$ cat config.mk
export PLATFORM = sky130hd
export DESIGN_NAME = tmre_ctrl
export DESIGN_NICKNAME = d
export VERILOG_FILES = /design/src/design/tmre_pkg.sv /design/src/design/tmre_ctrl.sv
export VERILOG_INCLUDE_DIRS = /design/src /design/src/design
export SDC_FILE = /design/constraint.sdc
export NUM_CORES = 1
export LEC_CHECK = 0
export BUFFER_PORTS_ARGS = -buffer_cell sky130_fd_sc_hd__buf_2
export CAP_MARGIN = 20
export CORE_MARGIN = 5
export CORE_UTILIZATION = 59
export CTS_BUF_LIST = sky130_fd_sc_hd__clkbuf_4
export DETAILED_ROUTE_END_ITERATION = 12
export PLACE_DENSITY = 0.85
export SYNTH_ARGS = -nofsm -noshare
export SYNTH_HDL_FRONTEND = slang
export SYNTH_SLANG_ARGS = --single-unit
$ cat constraint.sdc
create_clock -name clk_i -period 3.2 [get_ports clk_i]
set_input_delay 0.16 -clock clk_i [delete_from_list [all_inputs] [get_ports clk_i]]
set_output_delay 0.16 -clock clk_i [all_outputs]
set_load 0.02 [all_outputs]
$ cat src/design/assert_macros.svh
// Assertion macros of the estimator RTL.
// Needs clk_i and rst_ni in the scope of each use.
`ifndef ASSERT_MACROS_SVH
`define ASSERT_MACROS_SVH
`ifndef SYNTHESIS
// Checked property, off while reset is low.
`define TMRE_ASSERT(lbl, prop, msg) \
  lbl: assert property (@(posedge clk_i) disable iff (!rst_ni) (prop)) else $error(msg);
// Checked property, also during reset.
`define TMRE_ASSERT_ALWAYS(lbl, prop, msg) \
  lbl: assert property (@(posedge clk_i) (prop)) else $error(msg);
`else
`define TMRE_ASSERT(lbl, prop, msg)
`define TMRE_ASSERT_ALWAYS(lbl, prop, msg)
`endif
`endif

$ cat src/design/tmre_pkg.sv
// Shared constants, types and codes of the thrust model RLS estimator.
// No dependencies.
`default_nettype none
package tmre_pkg;

  localparam int unsigned QUEUE_DEPTH = 100;
  localparam int unsigned IDX_W = $clog2(QUEUE_DEPTH);
  localparam int unsigned CNT_W = $clog2(QUEUE_DEPTH + 1);

  localparam logic [31:0] MAX_AGE_US = 32'd45000;
  localparam logic [31:0] MIN_AGE_US = 32'd35000;

  localparam logic [47:0] COV_INIT = 48'd16777216000000;
  localparam logic [63:0] COV_MAX  = 64'h0000_FFFF_FFFF_FFFF;
  localparam logic [63:0] K_CAP    = 64'h4000_0000_0000_0000;
  localparam logic [63:0] THR_CAP  = 64'h0000_0000_8000_0000;
  localparam logic [63:0] GAIN_CAP = 64'h0000_0000_7FFF_FFFF;
  localparam logic [33:0] DMAG_CAP = 34'h2_0000_0000;

  localparam logic [30:0] GRAVITY_RST = 31'd642689;
  localparam logic [16:0] HOVER_RST   = 17'd19661;
  localparam logic [16:0] FF_RST      = 17'd65405;

  localparam logic [1:0] CFG_GRAVITY = 2'd0;
  localparam logic [1:0] CFG_HOVER   = 2'd1;
  localparam logic [1:0] CFG_FORGET  = 2'd2;

  localparam logic [1:0] FUNC_CMD    = 2'd0;
  localparam logic [1:0] FUNC_MEAS   = 2'd1;
  localparam logic [1:0] FUNC_REINIT = 2'd2;

  typedef enum logic [4:0] {
    ST_INIT, ST_INIT_WAIT, ST_IDLE, ST_DISPATCH, ST_REINIT_WAIT, ST_CMD_WAIT, ST_ENQ,
    ST_MEAS_CHK, ST_MEAS_AGE, ST_SQ_WAIT, ST_TERM_WAIT, ST_KNUM_WAIT, ST_KDIV_WAIT,
    ST_PDIV_WAIT, ST_EMUL_WAIT, ST_KE, ST_KE_WAIT, ST_RESP
  } ctrl_state_e;

  typedef enum logic [4:0] {
    OP_NONE, OP_CAPTURE, OP_REINIT_GO, OP_REINIT_SET, OP_CMD_GO, OP_CMD_SET, OP_ENQUEUE,
    OP_DROP, OP_TAKE, OP_TERM_GO, OP_DEN_KNUM, OP_KDIV_GO, OP_PDIV_GO, OP_EMUL_GO,
    OP_ERR_SET, OP_KE_GO, OP_GAIN_SET, OP_RESULT
  } dp_op_e;

  typedef struct packed {
    dp_op_e op;
  } dp_cmd_t;

  typedef struct packed {
    logic [1:0] func;
    logic       mul_busy;
    logic       div_busy;
    logic       queue_empty;
    logic       age_stale;
    logic       age_fresh;
  } dp_status_t;

endpackage
`default_nettype wire

$ cat src/design/tmre_ctrl.sv
// Sequencer of the estimator: walks each item through the datapath operations.
// Depends on tmre_pkg and assert_macros.svh.
`default_nettype none
`include "assert_macros.svh"
module tmre_ctrl (
  input  logic                 clk_i,
  input  logic                 rst_ni,
  input  logic                 in_valid_i,
  output logic                 in_ready_o,
  output logic                 out_valid_o,
  input  logic                 out_ready_i,
  input  tmre_pkg::dp_status_t st_i,
  output tmre_pkg::dp_cmd_t    cmd_o
);

  tmre_pkg::ctrl_state_e state_q, state_d;
  logic out_valid_q, out_valid_d;
  logic out_free;

  assign out_free = ~out_valid_q | out_ready_i;

  always_comb begin
    state_d = state_q;
    unique case (state_q)
      tmre_pkg::ST_INIT:      state_d = tmre_pkg::ST_INIT_WAIT;
      tmre_pkg::ST_INIT_WAIT: if (!st_i.div_busy) state_d = tmre_pkg::ST_IDLE;
      tmre_pkg::ST_IDLE:      if (in_valid_i) state_d = tmre_pkg::ST_DISPATCH;
      tmre_pkg::ST_DISPATCH: begin
        unique case (st_i.func)
          tmre_pkg::FUNC_CMD:    state_d = tmre_pkg::ST_CMD_WAIT;
          tmre_pkg::FUNC_MEAS:   state_d = tmre_pkg::ST_MEAS_CHK;
          tmre_pkg::FUNC_REINIT: state_d = tmre_pkg::ST_REINIT_WAIT;
          default:               state_d = tmre_pkg::ST_RESP;
        endcase
      end
      tmre_pkg::ST_REINIT_WAIT: if (!st_i.div_busy) state_d = tmre_pkg::ST_RESP;
      tmre_pkg::ST_CMD_WAIT:    if (!st_i.div_busy) state_d = tmre_pkg::ST_ENQ;
      tmre_pkg::ST_ENQ:         state_d = tmre_pkg::ST_RESP;
      tmre_pkg::ST_MEAS_CHK: begin
        state_d = st_i.queue_empty ? tmre_pkg::ST_RESP : tmre_pkg::ST_MEAS_AGE;
      end
      tmre_pkg::ST_MEAS_AGE: begin
        if (st_i.age_stale)      state_d = tmre_pkg::ST_MEAS_CHK;
        else if (st_i.age_fresh) state_d = tmre_pkg::ST_RESP;
        else                     state_d = tmre_pkg::ST_SQ_WAIT;
      end
      tmre_pkg::ST_SQ_WAIT:   if (!st_i.mul_busy) state_d = tmre_pkg::ST_TERM_WAIT;
      tmre_pkg::ST_TERM_WAIT: if (!st_i.mul_busy) state_d = tmre_pkg::ST_KNUM_WAIT;
      tmre_pkg::ST_KNUM_WAIT: if (!st_i.mul_busy) state_d = tmre_pkg::ST_KDIV_WAIT;
      tmre_pkg::ST_KDIV_WAIT: if (!st_i.div_busy) state_d = tmre_pkg::ST_PDIV_WAIT;
      tmre_pkg::ST_PDIV_WAIT: if (!st_i.div_busy) state_d = tmre_pkg::ST_EMUL_WAIT;
      tmre_pkg::ST_EMUL_WAIT: if (!st_i.mul_busy) state_d = tmre_pkg::ST_KE;
      tmre_pkg::ST_KE:        state_d = tmre_pkg::ST_KE_WAIT;
      tmre_pkg::ST_KE_WAIT:   if (!st_i.mul_busy) state_d = tmre_pkg::ST_RESP;
      tmre_pkg::ST_RESP:      if (out_free) state_d = tmre_pkg::ST_IDLE;
      default:                state_d = tmre_pkg::ST_INIT;
    endcase
  end

  always_comb begin
    cmd_o.op    = tmre_pkg::OP_NONE;
    in_ready_o  = 1'b0;
    out_valid_d = out_valid_q & ~out_ready_i;
    unique case (state_q)
      tmre_pkg::ST_INIT: cmd_o.op = tmre_pkg::OP_REINIT_GO;
      tmre_pkg::ST_INIT_WAIT: begin
        if (!st_i.div_busy) cmd_o.op = tmre_pkg::OP_REINIT_SET;
      end
      tmre_pkg::ST_IDLE: begin
        in_ready_o = 1'b1;
        if (in_valid_i) cmd_o.op = tmre_pkg::OP_CAPTURE;
      end
      tmre_pkg::ST_DISPATCH: begin
        if (st_i.func == tmre_pkg::FUNC_CMD)         cmd_o.op = tmre_pkg::OP_CMD_GO;
        else if (st_i.func == tmre_pkg::FUNC_REINIT) cmd_o.op = tmre_pkg::OP_REINIT_GO;
      end
      tmre_pkg::ST_REINIT_WAIT: begin
        if (!st_i.div_busy) cmd_o.op = tmre_pkg::OP_REINIT_SET;
      end
      tmre_pkg::ST_CMD_WAIT: if (!st_i.div_busy) cmd_o.op = tmre_pkg::OP_CMD_SET;
      tmre_pkg::ST_ENQ:      cmd_o.op = tmre_pkg::OP_ENQUEUE;
      tmre_pkg::ST_MEAS_CHK: cmd_o.op = tmre_pkg::OP_NONE;
      tmre_pkg::ST_MEAS_AGE: begin
        if (st_i.age_stale)       cmd_o.op = tmre_pkg::OP_DROP;
        else if (!st_i.age_fresh) cmd_o.op = tmre_pkg::OP_TAKE;
      end
      tmre_pkg::ST_SQ_WAIT:   if (!st_i.mul_busy) cmd_o.op = tmre_pkg::OP_TERM_GO;
      tmre_pkg::ST_TERM_WAIT: if (!st_i.mul_busy) cmd_o.op = tmre_pkg::OP_DEN_KNUM;
      tmre_pkg::ST_KNUM_WAIT: if (!st_i.mul_busy) cmd_o.op = tmre_pkg::OP_KDIV_GO;
      tmre_pkg::ST_KDIV_WAIT: if (!st_i.div_busy) cmd_o.op = tmre_pkg::OP_PDIV_GO;
      tmre_pkg::ST_PDIV_WAIT: if (!st_i.div_busy) cmd_o.op = tmre_pkg::OP_EMUL_GO;
      tmre_pkg::ST_EMUL_WAIT: if (!st_i.mul_busy) cmd_o.op = tmre_pkg::OP_ERR_SET;
      tmre_pkg::ST_KE:        cmd_o.op = tmre_pkg::OP_KE_GO;
      tmre_pkg::ST_KE_WAIT:   if (!st_i.mul_busy) cmd_o.op = tmre_pkg::OP_GAIN_SET;
      tmre_pkg::ST_RESP: begin
        if (out_free) begin
          cmd_o.op    = tmre_pkg::OP_RESULT;
          out_valid_d = 1'b1;
        end
      end
      default: cmd_o.op = tmre_pkg::OP_NONE;
    endcase
  end

  always_ff @(posedge clk_i or negedge rst_ni) begin
    if (!rst_ni) begin
      state_q     <= tmre_pkg::ST_INIT;
      out_valid_q <= 1'b0;
    end else begin
      state_q     <= state_d;
      out_valid_q <= out_valid_d;
    end
  end

  assign out_valid_o = out_valid_q;

  `TMRE_ASSERT(a_accept_dispatch, (in_valid_i && in_ready_o) |=> (state_q == tmre_pkg::ST_DISPATCH), "accepted word not dispatched")
  `TMRE_ASSERT(a_result_loaded, (cmd_o.op == tmre_pkg::OP_RESULT) |=> out_valid_q, "result word lost")
  `TMRE_ASSERT_ALWAYS(a_units_exclusive, !(st_i.mul_busy && st_i.div_busy), "multiplier and divider overlap")

endmodule
`default_nettype wire

==> results.yml, run 1 <==
outcome:
  status: "complete, no violations"
synthesis:
  ys_ff_latch: 6
  ys_top_cells_by_count: "12 x nor2_1, 10 x nand2_1, 9 x a21oi_1"
  syn-num-nets: 124
  post_synth_num_cell_types: 38
  synth_most_common_cell: "nor2_1"
  synth.avg_cell_area_um2: 7.15
  async_flop_share: 1.00
  synth_top_area_frac: 0.186
  ys.flop_type: "dfrtp_1"
  synth_area_leaders: "dfrtp_1 19%, mux2_4 7.4%, a21oi_1 5.6%, nor2_1 5.6%, nor2b_1 5.4%"
  ys_seq_area_frac: 0.186
  yosys_warnings: 0
  synth_edf_count: 0
  synth_cells: 113
  synth_top_cell_by_area: "dfrtp_1"
  netlist_area_um2: 808
clock_network:
  clockBufferDepth: 2
  clkLatencyLatePin_ns: 0.25
  cts_tree: "yes"
  cts_buffers: 3
  cts.sink_count: 6
  path_clk_slew_ns: 0.05
  htreeDepth: 1
  post_cts_buffers: 0
  post_cts_resize_count: 0
  clockRootBuffer: "clkbuf_4"
timing:
  fin_worst_skew_ns: 0.00348
  setup_viol_count_final: 0
  worst_pin_slew_ns: 0.680
  drv_slew: 0
  fmax_ghz: 0.450
  rsz0062_at_grt: "no"
  relSlewSlack: 0.547
  hold_violations: 0
  timing.setup.tns_ns: 0
  fin_crit_sh: 0.694
  period_needed_ns: 2.22
global_routing:
  grtUsageTotal: 0.218
  first_global_vias: 754
  grt_pass1_wl_um: 3460
  grt_max_degree: 25
  overflow: 0
  antenna_found_initial: 0
detailed_routing:
  num_vias: 912
  viasPerCell: 6.51
  drtIter0Drc: 37
  drtPass1Iterations: 4
  antenna_left: 0
  drc: 0
  avgRoutedWirePerCell_um: 15.1
  wirelength_um: 2110
flow_run:
  maxCapViolCount: 0
power_and_ir_drop:
  ir_drop_mv: 0.549
  cellPowerDensity_nw_per_um2: 955
  seq_power_share: 0.274
  power_switching_w: 0.000447
  swShare: 0.525
  leakage_nw: 0.370
  clkPwrFrac: 0.083
  power_frac_comb: 0.643
  p_int_w: 0.000405
floorplan:
  std_cell_rows: 13
  pin_count: 18
  chipWidth_um: 47.0
  dieHeight_um: 47.0
  fp.dieArea_um2: 2210
  core_um2: 1300
  initial_core_util: 0.621
worst_hold_path:
  min_path_type: "primary input to async pin"
critical_path:
  path_class: "register to primary output"
  crit_path_start_kind: "register"
  endpoint_kind: "primary output"
  cp.required_ns: 3.04
  crit_arrival_ns: 2.06
  critPathMaxFanout: 22
finish:
  layout-drive-gt1-share: 0.224
  nNetsFinal: 138
  syn_to_final_growth_pct: 10.4
  final_util: 0.686
  nFillCells: 125
  regArea_um2: 150
  num_antenna_cells: 0
  multi_input_area_um2: 598
placed_design:
  place_hpwl_um: 1530
  numPortBuffers: 17
  place_congestion: 0.865
==> power groups by stage <==
| stage | registers (W) | logic (W) | clock network (W) |
|---|---|---|---|
| finish | 0.000233 | 0.000548 | 0.0000711 |
| global route | 0.000247 | 0.000601 | 0.0000771 |
| global placement | 0.000229 | 0.000533 | 0 |
| detailed placement | 0.000230 | 0.000540 | 0 |
| CTS | 0.000229 | 0.000546 | 0.0000717 |
| floorplan | 0.000131 | 0.000541 | 0 |
==> per-stage QoR <==
stage / cells / setup WS [ns] / instance area [um2] / power [W] / hold slack, ns
floorplan: 113 / 1.23 / 808 / 0.000673 / -0.136
global placement: 136 / 1.22 / 860 / 0.000762 / -0.0148
detailed placement: 136 / 1.14 / 860 / 0.000770 / -0.0106
CTS: 140 / 0.997 / 892 / 0.000846 / 0.259
global route: 140 / 0.803 / 892 / 0.000925 / 0.282
finish: 140 / 0.979 / 892 / 0.000852 / 0.260
==> worst max-delay path, cell delays in order, from the launching register on <==
cell and delay, ns:
dfrtp_1 0.61, nor2_2 0.35, nand2_1 0.12, or4_1 0.50, nand3_1 0.08, buf_2 0.16
==> routing by layer <==
layer	vias to the layer above	share of wire	GRT usage
met1	416	0.44	0.321
met2	51	0.49	0.314
met4	0	0.0043	0.105
met3	2	0.070	0.0230
li1	443	-	-
met5	-	0	0
==> final timing paths <==
path | start | end | slack [ns] | depth (start not counted)
max | state_q[2] | cmd_o[2] | 0.98 | 5
min reg2reg | out_valid_o | out_valid_o | 0.75 | 2
min | rst_ni | state_q[1] | 0.26 | 2
max reg2reg | state_q[0] | state_q[0] | 1.10 | 4
max in group asynchronous | rst_ni | state_q[2] | 2.80 | 2
min in group clk_i | st_i[2] | state_q[3] | 0.30 | 4
==> what timing repair did <==
action	4_1_cts	5_1_grt
hold endpoints to repair	6	0
endpoints found under the setup margin	0	0
hold buffers	1	0
==> state kept, by name, summed over array words and instances, names as in the netlist <==
register,cells
state_q,5
out_valid_o,1
==> layout make-up <==
type                            count  area share
Multi-Input combinational cell     96       0.670
Sequential cell                     6       0.168
Timing Repair Buffer               18       0.107
Clock buffer                        3      0.0252
Tap cell                           15      0.0210
Inverter                            2     0.00842
==> cells in the final DEF, fill, tap and decap left out, drive strengths merged, types with 2 or more instances in the layout <==
master   count
a2111oi      2
a21oi        9
a22oi        3
a31oi        2
buf         17
clkbuf       3
dfrtp        6
inv          2
mux2         4
nand2       10
nand2b       5
nand3        5
nor2        13
nor2b        8
nor3         4
nor3b        2
o211ai       2
o21a         2
o21ai        8
o221ai       2
o22ai        3
or2          2
==> kinds of logic after synthesis <==
family	synth area share
and+or+nand+nor	0.345
DFF	0.186
buffers and inverters	0.0743
muxes	0.0743
AOI/OAI and AO/OA	0.310
xor gates and xnor gates	0.0108
(Power assumes the default switching activity.)
==> run 2, diff against run 1 <==
Settings changed: ABC_AREA set to 1, CORE_UTILIZATION 59 to 57, PLACE_DENSITY 0.85 to 0.8.
Clock period 3.2 ns to 2.1 ns, I/O delays scaled along.
==> run 2 against run 1 <==
Die area up 21%. Clock skew about the same. Largest cell class unchanged. Critical path depth up 3.
==> results.yml, run 2 <==
timing:
  relSlewSlack: 0.786
  timing.setup.tns_ns: 0
  setup_viol_count_final: 0
  fin_crit_sh: 0.934
  rsz0062_at_grt: "no"
  hold_slack_ns: 0.0411
  period_needed_ns: 1.96
  drv_slew: 0
  fin_worst_skew_ns: 0.00374
  hold_violations: 0
  worst_pin_slew_ns: 0.320
  fmax_ghz: 0.510
finish:
  num_antenna_cells: 0
  nNetsFinal: 190
  layout_commonest_cell: "nand2_1"
  syn_to_final_growth_pct: 10.1
  largest-register: "state_q"
  largest_register_ffs: 5
  layout-drive-gt1-share: 0.299
  instances_no_fill: 194
  layout.cells.most_common_list: "43 x nand2_1, 17 x nand3_1, 17 x buf_2"
critical_path:
  critPathMaxFanout: 8
  r2r_start: "state_q[4]"
  crit_path_start_kind: "register"
  endpoint_kind: "primary output"
  r2r-end: "state_q[2]"
  path_class: "register to primary output"
  cp.required_ns: 2.00
  startpoint: "state_q[2]"
  crit_arrival_ns: 1.86
  crit_end: "cmd_o[0]"
  reg2reg_setup_slack_ns: 0.52
  rr_worst_depth: 8
global_routing:
  grt_use_met2: 0.364
  grt_max_degree: 11
  overflow: 0
  grtUsageMet3: 0.0516
  antenna_found_initial: 0
  first_global_vias: 1037
  grt-busiest-layer: "met2"
  gr-usage-met1: 0.321
  grt_pass1_wl_um: 4820
  grtUsageTotal: 0.245
synthesis:
  ys_ff_latch: 6
  yosys_warnings: 0
  synth_most_common_cell: "nand2_1"
  synth.avg_cell_area_um2: 6.19
  synth_cells: 160
  synth_top_area_frac: 0.163
  async_flop_share: 1.00
  post_synth_num_cell_types: 27
  synth_area_leaders: "nand2_1 16%, dfrtp_1 15%, nand3_1 8.6%, nand4_1 8.2%, nor2_4 8.0%"
  synth_edf_count: 0
  ys_seq_area_frac: 0.152
  netlist_area_um2: 990
  ys_top_cells_by_count: "43 x nand2_1, 17 x nand3_1, 15 x nor2_1"
  ys.flop_type: "dfrtp_1"
  synth_top_cell_by_area: "nand2_1"
  syn-num-nets: 171
flow_run:
  maxCapViolCount: 0
clock_network:
  clockBufferDepth: 2
  htreeDepth: 1
  clkLatencyLatePin_ns: 0.26
  cts_buffers: 3
  cts_tree: "yes"
  cts.sink_count: 6
  path_clk_slew_ns: 0.05
  clockRootBuffer: "clkbuf_4"
detailed_routing:
  viasPerCell: 6.04
  avgRoutedWirePerCell_um: 14.5
  drc: 0
  wirelength_um: 2820
  antenna_left: 0
  num_vias: 1171
  drtPass1Iterations: 4
  drtIter0Drc: 72
placed_design:
  place_hpwl_um: 2210
  place_congestion: 0.961
  numPortBuffers: 17
  place_inst: 190
power_and_ir_drop:
  cellPowerDensity_nw_per_um2: 1180
  ir_drop_mv: 0.688
  total_power_w: 0.00128
  leakage_nw: 0.598
floorplan:
  dieHeight_um: 51.7
  std_cell_rows: 15
  initial_core_util: 0.586
  fp.dieArea_um2: 2670
  chipWidth_um: 51.7
  pin_count: 18
  core_um2: 1690
worst_hold_path:
  min_path_type: "primary input to register"
outcome:
  status: "complete, no violations"
[run 2: how the worst min path moves through the flow]
stage / startpoint / to / cells past startpoint
finish: out_ready_i / out_valid_o / 2
global route: out_ready_i / out_valid_o / 2
CTS: out_ready_i / out_valid_o / 2
detailed placement: rst_ni / state_q[4] / 1
global placement: rst_ni / state_q[4] / 1
floorplan: rst_ni / out_valid_o / 0
[run 2: layout make-up]
| cell class | instances | area [um2] |
|---|---|---|
| clock buffer | 3 | 22.5 |
| tap | 17 | 21.3 |
| timing repair buffer | 19 | 103 |
| inverter | 17 | 63.8 |
| sequential | 6 | 153 |
| fill | 156 | 599 |
| multi-input combinational | 132 | 727 |
[run 2: critical path, cell delays in order, from the launching register on]
cell	delay, ns
dfrtp_2	0.49
inv_1	0.15
nand2_1	0.10
nor3_1	0.29
nand2_1	0.12
o21ai_0	0.12
nor2_1	0.08
nand3_1	0.07
buf_2	0.16
[run 2: through the flow]
step | utilization | area [um2] | worst slack, ns
4_1_cts | 0.644 | 1090 | 0.0559
3_5_place_dp | 0.624 | 1050 | 0.342
2_1_floorplan | - | 990 | 0.673
6_report | 0.645 | 1090 | 0.138
3_3_place_gp | 0.624 | 1050 | 0.331
5_1_grt | 0.645 | 1090 | 0.0277
[run 2: metal layers]
| layer | share of wire | vias to the layer above |
|---|---|---|
| met2 | 0.45 | 67 |
| li1 | - | 575 |
| met1 | 0.41 | 519 |
| met4 | 0.029 | 0 |
| met3 | 0.11 | 10 |
| met5 | 0 | - |
[run 2: power breakdown]
part	leakage (nW)	total [W]	internal (W)	switching, W
Sequential	0.0754	0.000254	0.000160	0.0000934
Clock	0.0138	0.000117	0.0000653	0.0000517
Combinational	0.509	0.000911	0.000296	0.000616
[run 2: cell families after synthesis]
group,synth area share
simple gates,0.662
buf+inv,0.114
compound gates,0.0721
flops,0.152
[run 2: timing repair]
item / in CTS / in global routing
buffers inserted: 0 / 0
hold buffers: 1 / 0
endpoints found under the hold margin: 6 / 0
setup endpoints to repair: 0 / 4
gates resized for setup: 0 / 3
